--- config.mk ---
export PLATFORM = sky130hd
export DESIGN_NAME = prefixed_opcode_class_decoder_unit
export DESIGN_NICKNAME = d
export VERILOG_FILES = /design/src/hdl/pocd_pkg.sv /design/src/hdl/pocd_decoder.sv /design/src/hdl/prefixed_opcode_class_decoder_unit.sv
export SDC_FILE = /design/constraint.sdc
export NUM_CORES = 1
export LEC_CHECK = 0
export ABC_CLOCK_PERIOD_IN_PS = 2800
export BUFFER_PORTS_ARGS = -buffer_cell sky130_fd_sc_hd__buf_2
export CORE_MARGIN = 2
export CORE_UTILIZATION = 40
export DETAILED_ROUTE_END_ITERATION = 8
export GPL_TIMING_DRIVEN = 0
export PLACE_DENSITY = 0.65
export SYNTH_ARGS = -nofsm -noshare
export SYNTH_HDL_FRONTEND = slang
export SYNTH_SLANG_ARGS = --single-unit
--- constraint.sdc ---
create_clock -name clk -period 2.8 [get_ports clk]
set_input_delay 0.84 -clock clk [delete_from_list [all_inputs] [get_ports clk]]
set_output_delay 0.84 -clock clk [all_outputs]
set_load 0.03 [all_outputs]
--- src/hdl/pocd_pkg.sv ---
package pocd_pkg;

	localparam int CLS_W = 6;

	typedef logic [CLS_W-1:0] cls_code_t;

	// Prefix bytes that select a prefixed opcode map.
	localparam logic [7:0] PFX_CB = 8'hCB;
	localparam logic [7:0] PFX_DD = 8'hDD;
	localparam logic [7:0] PFX_FD = 8'hFD;
	localparam logic [7:0] PFX_FC = 8'hFC;

	// Instruction classes.
	localparam cls_code_t CLS_BIT  = 6'd0;
	localparam cls_code_t CLS_RES  = 6'd1;
	localparam cls_code_t CLS_SET  = 6'd2;
	localparam cls_code_t CLS_RLC  = 6'd3;
	localparam cls_code_t CLS_RL   = 6'd4;
	localparam cls_code_t CLS_RRC  = 6'd5;
	localparam cls_code_t CLS_RR   = 6'd6;
	localparam cls_code_t CLS_SLA  = 6'd7;
	localparam cls_code_t CLS_SRA  = 6'd8;
	localparam cls_code_t CLS_SRL  = 6'd9;
	localparam cls_code_t CLS_SWAP = 6'd10;
	localparam cls_code_t CLS_LD   = 6'd11;
	localparam cls_code_t CLS_JPU  = 6'd12;
	localparam cls_code_t CLS_NOP  = 6'd13;
	localparam cls_code_t CLS_STOP = 6'd14;
	localparam cls_code_t CLS_RLCA = 6'd15;
	localparam cls_code_t CLS_RLA  = 6'd16;
	localparam cls_code_t CLS_DAA  = 6'd17;
	localparam cls_code_t CLS_CPL  = 6'd18;
	localparam cls_code_t CLS_CCF  = 6'd19;
	localparam cls_code_t CLS_SCF  = 6'd20;
	localparam cls_code_t CLS_JR   = 6'd21;
	localparam cls_code_t CLS_HALT = 6'd22;
	localparam cls_code_t CLS_JP   = 6'd23;
	localparam cls_code_t CLS_RRCA = 6'd24;
	localparam cls_code_t CLS_RRA  = 6'd25;
	localparam cls_code_t CLS_ADD  = 6'd26;
	localparam cls_code_t CLS_RET  = 6'd27;
	localparam cls_code_t CLS_RETI = 6'd28;
	localparam cls_code_t CLS_RST  = 6'd29;
	localparam cls_code_t CLS_CALL = 6'd30;
	localparam cls_code_t CLS_ADC  = 6'd31;
	localparam cls_code_t CLS_SUB  = 6'd32;
	localparam cls_code_t CLS_SBC  = 6'd33;
	localparam cls_code_t CLS_AND  = 6'd34;
	localparam cls_code_t CLS_OR   = 6'd35;
	localparam cls_code_t CLS_XOR  = 6'd36;
	localparam cls_code_t CLS_LDHL = 6'd37;
	localparam cls_code_t CLS_EI   = 6'd38;
	localparam cls_code_t CLS_DI   = 6'd39;
	localparam cls_code_t CLS_CP   = 6'd40;
	localparam cls_code_t CLS_INC  = 6'd41;
	localparam cls_code_t CLS_DEC  = 6'd42;
	localparam cls_code_t CLS_PUSH = 6'd43;
	localparam cls_code_t CLS_POP  = 6'd44;
	localparam cls_code_t CLS_LAST = CLS_POP;

	typedef struct packed {
		logic [7:0] opcode_byte;
		logic       prefix_valid;
		logic [7:0] prefix_byte;
	} op_t;

	typedef struct packed {
		cls_code_t instr_class;
		logic      unknown;
	} cls_t;

endpackage

--- src/hdl/pocd_decoder.sv ---
module pocd_decoder (
	input  pocd_pkg::op_t  op,
	output pocd_pkg::cls_t cls
);

	logic                pfx_cb;
	logic                pfx_ddfd;
	logic                pfx_fc;
	logic                tbl_hit;
	pocd_pkg::cls_code_t tbl_cls;
	logic                load_hit;

	assign pfx_cb   = op.prefix_valid && (op.prefix_byte == pocd_pkg::PFX_CB);
	assign pfx_ddfd = op.prefix_valid && ((op.prefix_byte == pocd_pkg::PFX_DD) ||
		(op.prefix_byte == pocd_pkg::PFX_FD));
	assign pfx_fc   = op.prefix_valid && (op.prefix_byte == pocd_pkg::PFX_FC);

	// Selected map; case arms are tried top to bottom, so the first match wins.
	always_comb begin
		tbl_hit = 1'b1;
		tbl_cls = pocd_pkg::CLS_BIT;
		if (pfx_cb) begin
			casez (op.opcode_byte)
				8'b01??????: tbl_cls = pocd_pkg::CLS_BIT;
				8'b10??????: tbl_cls = pocd_pkg::CLS_RES;
				8'b11??????: tbl_cls = pocd_pkg::CLS_SET;
				8'b00000???: tbl_cls = pocd_pkg::CLS_RLC;
				8'b00010???: tbl_cls = pocd_pkg::CLS_RL;
				8'b00001???: tbl_cls = pocd_pkg::CLS_RRC;
				8'b00011???: tbl_cls = pocd_pkg::CLS_RR;
				8'b00100???: tbl_cls = pocd_pkg::CLS_SLA;
				8'b00101???: tbl_cls = pocd_pkg::CLS_SRA;
				8'b00111???: tbl_cls = pocd_pkg::CLS_SRL;
				8'b00110???: tbl_cls = pocd_pkg::CLS_SWAP;
				default:     tbl_hit = 1'b0;
			endcase
		end else if (pfx_ddfd) begin
			casez (op.opcode_byte)
				8'b01???110: tbl_cls = pocd_pkg::CLS_LD;
				8'b01110???: tbl_cls = pocd_pkg::CLS_LD;
				default:     tbl_hit = 1'b0;
			endcase
		end else if (pfx_fc) begin
			casez (op.opcode_byte)
				8'b11000011: tbl_cls = pocd_pkg::CLS_JPU;
				default:     tbl_hit = 1'b0;
			endcase
		end else begin
			casez (op.opcode_byte)
				8'b00000000: tbl_cls = pocd_pkg::CLS_NOP;
				8'b00010000: tbl_cls = pocd_pkg::CLS_STOP;
				8'b00000111: tbl_cls = pocd_pkg::CLS_RLCA;
				8'b00010111: tbl_cls = pocd_pkg::CLS_RLA;
				8'b00100111: tbl_cls = pocd_pkg::CLS_DAA;
				8'b00101111: tbl_cls = pocd_pkg::CLS_CPL;
				8'b00111111: tbl_cls = pocd_pkg::CLS_CCF;
				8'b00110111: tbl_cls = pocd_pkg::CLS_SCF;
				8'b00011000: tbl_cls = pocd_pkg::CLS_JR;
				8'b001??000: tbl_cls = pocd_pkg::CLS_JR;
				8'b01110110: tbl_cls = pocd_pkg::CLS_HALT;
				8'b11101001: tbl_cls = pocd_pkg::CLS_JP;
				8'b110??01?: tbl_cls = pocd_pkg::CLS_JP;
				8'b00001111: tbl_cls = pocd_pkg::CLS_RRCA;
				8'b00011111: tbl_cls = pocd_pkg::CLS_RRA;
				8'b00??1001: tbl_cls = pocd_pkg::CLS_ADD;
				8'b10000???: tbl_cls = pocd_pkg::CLS_ADD;
				8'b11000110: tbl_cls = pocd_pkg::CLS_ADD;
				8'b11101000: tbl_cls = pocd_pkg::CLS_ADD;
				8'b110??000: tbl_cls = pocd_pkg::CLS_RET;
				8'b11001001: tbl_cls = pocd_pkg::CLS_RET;
				8'b11011001: tbl_cls = pocd_pkg::CLS_RETI;
				8'b11???111: tbl_cls = pocd_pkg::CLS_RST;
				8'b11001101: tbl_cls = pocd_pkg::CLS_CALL;
				8'b110??100: tbl_cls = pocd_pkg::CLS_CALL;
				8'b11001110: tbl_cls = pocd_pkg::CLS_ADC;
				8'b10001???: tbl_cls = pocd_pkg::CLS_ADC;
				8'b10010???: tbl_cls = pocd_pkg::CLS_SUB;
				8'b11010110: tbl_cls = pocd_pkg::CLS_SUB;
				8'b11011110: tbl_cls = pocd_pkg::CLS_SBC;
				8'b10011???: tbl_cls = pocd_pkg::CLS_SBC;
				8'b11100110: tbl_cls = pocd_pkg::CLS_AND;
				8'b10100???: tbl_cls = pocd_pkg::CLS_AND;
				8'b11110110: tbl_cls = pocd_pkg::CLS_OR;
				8'b10110???: tbl_cls = pocd_pkg::CLS_OR;
				8'b11101110: tbl_cls = pocd_pkg::CLS_XOR;
				8'b10101???: tbl_cls = pocd_pkg::CLS_XOR;
				8'b11111000: tbl_cls = pocd_pkg::CLS_LDHL;
				8'b11111011: tbl_cls = pocd_pkg::CLS_EI;
				8'b11110011: tbl_cls = pocd_pkg::CLS_DI;
				8'b11111110: tbl_cls = pocd_pkg::CLS_CP;
				8'b10111???: tbl_cls = pocd_pkg::CLS_CP;
				8'b00???100: tbl_cls = pocd_pkg::CLS_INC;
				8'b00??0011: tbl_cls = pocd_pkg::CLS_INC;
				8'b00???101: tbl_cls = pocd_pkg::CLS_DEC;
				8'b00??1011: tbl_cls = pocd_pkg::CLS_DEC;
				8'b11??0101: tbl_cls = pocd_pkg::CLS_PUSH;
				8'b11??0001: tbl_cls = pocd_pkg::CLS_POP;
				default:     tbl_hit = 1'b0;
			endcase
		end
	end

	// Load forms serve as the fallback for the unprefixed and FC maps.
	always_comb begin
		casez (op.opcode_byte)
			8'b00001000,
			8'b00??0001,
			8'b00???110,
			8'b00??1010,
			8'b00??0010,
			8'b01??????,
			8'b111?0010,
			8'b111?0000,
			8'b111?1010,
			8'b11111001: load_hit = 1'b1;
			default:     load_hit = 1'b0;
		endcase
	end

	always_comb begin
		cls.instr_class = pocd_pkg::CLS_BIT;
		cls.unknown     = 1'b0;
		if (tbl_hit) begin
			cls.instr_class = tbl_cls;
		end else if (!pfx_cb && !pfx_ddfd && load_hit) begin
			cls.instr_class = pocd_pkg::CLS_LD;
		end else begin
			cls.unknown = 1'b1;
		end
	end

endmodule

--- src/hdl/prefixed_opcode_class_decoder_unit.sv ---
// Path: an accepted opcode item is held in op_s1, decoded, and held in cls_s2 before output.
// Throughput: one item per cycle while the output drains; a stalled result holds the
// input register, and the input stalls only when that register is full as well.
// Reset: arst_n clears both stage valid flags at once; the data registers are not reset.
module prefixed_opcode_class_decoder_unit (
	input  logic           clk,
	input  logic           arst_n,
	input  logic           op_valid,
	output logic           op_stall,
	input  pocd_pkg::op_t  op,
	output logic           cls_valid,
	input  logic           cls_stall,
	output pocd_pkg::cls_t cls
);

	logic           valid_s1;
	pocd_pkg::op_t  op_s1;
	logic           valid_s2;
	pocd_pkg::cls_t cls_s2;
	pocd_pkg::cls_t dec_cls;
	logic           adv_s1;
	logic           adv_s2;

	assign adv_s2   = !valid_s2 || !cls_stall;
	assign adv_s1   = !valid_s1 || adv_s2;
	assign op_stall = !adv_s1;

	pocd_decoder u_decoder (
		.op  (op_s1),
		.cls (dec_cls)
	);

	always_ff @(posedge clk or negedge arst_n) begin
		if (!arst_n) begin
			valid_s1 <= 1'b0;
			valid_s2 <= 1'b0;
		end else begin
			if (adv_s1) begin
				valid_s1 <= op_valid;
			end
			if (adv_s2) begin
				valid_s2 <= valid_s1;
			end
		end
	end

	always_ff @(posedge clk) begin
		if (adv_s1 && op_valid) begin
			op_s1 <= op;
		end
		if (adv_s2 && valid_s1) begin
			cls_s2 <= dec_cls;
		end
	end

	assign cls_valid = valid_s2;
	assign cls       = cls_s2;

endmodule

==> run metrics <==
worst path arrival time 2.70 ns; I/O pin cnt 30; clk buf depth 2; Worst path max stage delay 0.54 ns; DRT Pass-1 Iters 5; CTS tree built; vias in the first global route 1,515; Wirelength per Cell 15.90 µm; worst vdd ir 0.0003483 V; unrepaired setup endpoints after global routing false; CTS Buf Count 3; power per cell area 483.6 nW/µm²; total number of vias 1,748; worst-margin pin slew 0.9292 ns; CTS Root Cell clkbuf_8; first-pass GRT wire length 7.355 mm; Syn Std Cell Area 1837 µm²; Req. time, crit path 2.81 ns; die height 71.77 µm; residual DRC count 0; fraction of layout cells with a size suffix above 1 0.1966; post-DP HPWL 3.580 mm; Netlist cell types 54; Final GP Congestion 1.030; Synth warnings 0; Layout area overhead 15.39%; fillers 407; fmax 0.3725 GHz; cell count after synthesis 201; Worst-Skew Late Latency 0.27 ns; CP Cell Sequence clkbuf_1 -> nand3b_1 -> nor3_1 -> or4_4 -> nor4b_4 -> a31oi_2 -> a311oi_4 -> a21oi_1; initial drt markers 162; Primary FF master, synth edfxtp_1; hold_buf cts 0; syn nets 222; slowest CP cell or4_4; Period minus WS final 2.685 ns; Setup CP Type reg -> reg; port bufs 29; buffers inserted by post-CTS timing repair 0; antenna viol nets, final 0; setup TNS 0 ns; Final Setup Violations 0; vias per cell 6.112; Antenna diodes 0; Worst Skew 0.008181 ns; initial antenna violation count 0; largest net degree at the start of global routing 18; Slew Limit Headroom 0.3750; Nets 256; final worst-path cycle share 0.9589; Post-synth EDFFs 24; status finished, final reports clean; Initial Util 0.4189; crit end category flip-flop; startpoint types flip-flop; ys async rst share 0.07692; Hold Fails Final Rpt 0; die area 5150 µm²; Avg Inst Size Synth 9.138 µm²; worst hold-check path type in -> async; core area 4384 µm²; Util after Layout 0.4834; static leakage 0.7535 nW; htree depth 1; post-synthesis sequential area ratio 0.4196; Post-CTS Resized 0; max-slew violation count 0; clock sink total 26; worst reg-to-reg setup slack 0.12 ns; Rows 24; WL final 4.548 mm; max_cap viols 0; #FFs+latches synth 26; Tot GR Track Use 0.1836; grt total ovfl 0; DIE WIDTH 71.77 µm; CTS clk-pin slew, worst paths 0.09 ns; crit-path max FO 10
## synth_stat cells (3+ instances only)
cell	n	area, µm²
edfxtp_1	24	720.7
nand2_1	20	75.07
nor2_1	17	63.81
a21oi_1	10	50.05
nor3_1	10	50.05
o21ai_0	10	50.05
nand3_1	9	45.04
a31oi_1	8	50.05
clkbuf_1	8	30.03
nand2b_1	7	43.79
buf_2	4	20.02
inv_1	4	15.01
nand3b_1	4	30.03
nor2b_1	4	25.02
a21boi_0	3	22.52
buf_1	3	11.26
nand4_1	3	18.77
nor4_1	3	18.77
nor4b_1	3	26.28
o22ai_1	3	18.77
or3_1	3	18.77
## worst max-delay path: cells and delay by family, from the launching register on
kind	cells	cell delay, ns
and+or+nand+nor	4	1.16
AOI/OAI and AO/OA	3	0.57
DFF	1	0.43
buffers and inverters	1	0.26
## kinds of logic after synthesis
| family | count (synthesis) | share of synthesized area |
|---|---|---|
| multiplexers | 1 | 0.005450 |
| AND/OR/NAND/NOR | 97 | 0.3011 |
| buffers and inverters | 20 | 0.04768 |
| flip-flops | 26 | 0.4196 |
| XOR/XNOR | 2 | 0.009539 |
| AO/OA/AOI/OAI | 55 | 0.2166 |
## power breakdown
part / internal (mW) / leakage (nW) / switching (mW)
Sequential: 0.466 / 0.253 / 0.0145
Combinational: 0.0876 / 0.465 / 0.155
Clock: 0.191 / 0.0357 / 0.111
## per-stage QoR
step                      std cells  setup slack, ns  power [mW]  hold WS (ns)  instance area, µm²
after floorplan                 201           0.3753      0.6602        0.4434                1837
after global placement          282          0.09645      0.7301        0.4547                2047
after detailed placement        282           0.1428      0.7292        0.4670                2047
after CTS                       286           0.1363       1.030        0.3301                2118
after global routing            286          0.01962       1.069        0.3245                2120
final                           286           0.1151       1.025        0.3351                2120
## metal layers
layer / vias to the layer above / part of all wire / track usage
met1: 802 / 0.43 / 0.2513
met2: 93 / 0.47 / 0.2984
met5: - / 0 / 0
met4: 0 / 0.026 / 0.06080
met3: 10 / 0.075 / 0.02813
li1: 843 / - / -
## final timing paths
| path | startpoint | to | cells past startpoint |
|---|---|---|---|
| max reg2reg | op_s1[14] | cls[4] | 8 |
| min | arst_n | valid_s1 | 1 |
| max in group asynchronous | arst_n | cls_valid | 1 |
| max | op_s1[14] | cls[4] | 8 |
| min in group clk | valid_s1 | cls_valid | 1 |
| min reg2reg | valid_s1 | cls_valid | 1 |
## flip-flops by register name (all words and copies together) (netlist names)
| signal | flops |
|---|---|
| cls | 7 |
| cls_valid | 1 |
| op_s1 | 17 |
| valid_s1 | 1 |
## cell type report
cell class	instances	area [µm²]	share of cell area
Sequential cell	26	770.7	0.3636
Multi-Input combinational cell	155	978.4	0.4616
Clock buffer	3	41.29	0.01948
Buffer	16	73.82	0.03483
Timing Repair Buffer	29	145.1	0.06848
Tap cell	52	65.06	0.03070
Inverter	4	15.01	0.007084
Clock inverter	1	30.03	0.01417
## layout by cell type (no fill, tap or decap), types with 2 or more instances in the layout
cell type  netlist  final
buf_2            4     33
edfxtp_1        24     24
nand2_1         20     20
nor2_1          17     17
a21oi_1         10     10
nor3_1          10     10
o21ai_0         10     10
nand3_1          9      9
a31oi_1          8      8
nand2b_1         7      7
clkbuf_1         8      7
nand3b_1         4      4
inv_1            4      4
nor2b_1          4      4
buf_1            3      3
or3_1            3      3
o22ai_1          3      3
nor4_1           3      3
a21boi_0         3      3
nand4_1          3      3
nor4b_1          3      3
clkbuf_8         0      3
nor3b_1          2      2
a221o_1          2      2
a32o_1           2      2
or4bb_1          2      2
o22a_1           2      2
a31o_2           2      2
xnor2_1          2      2
dfrtp_1          2      2
(Power assumes the default switching activity.)
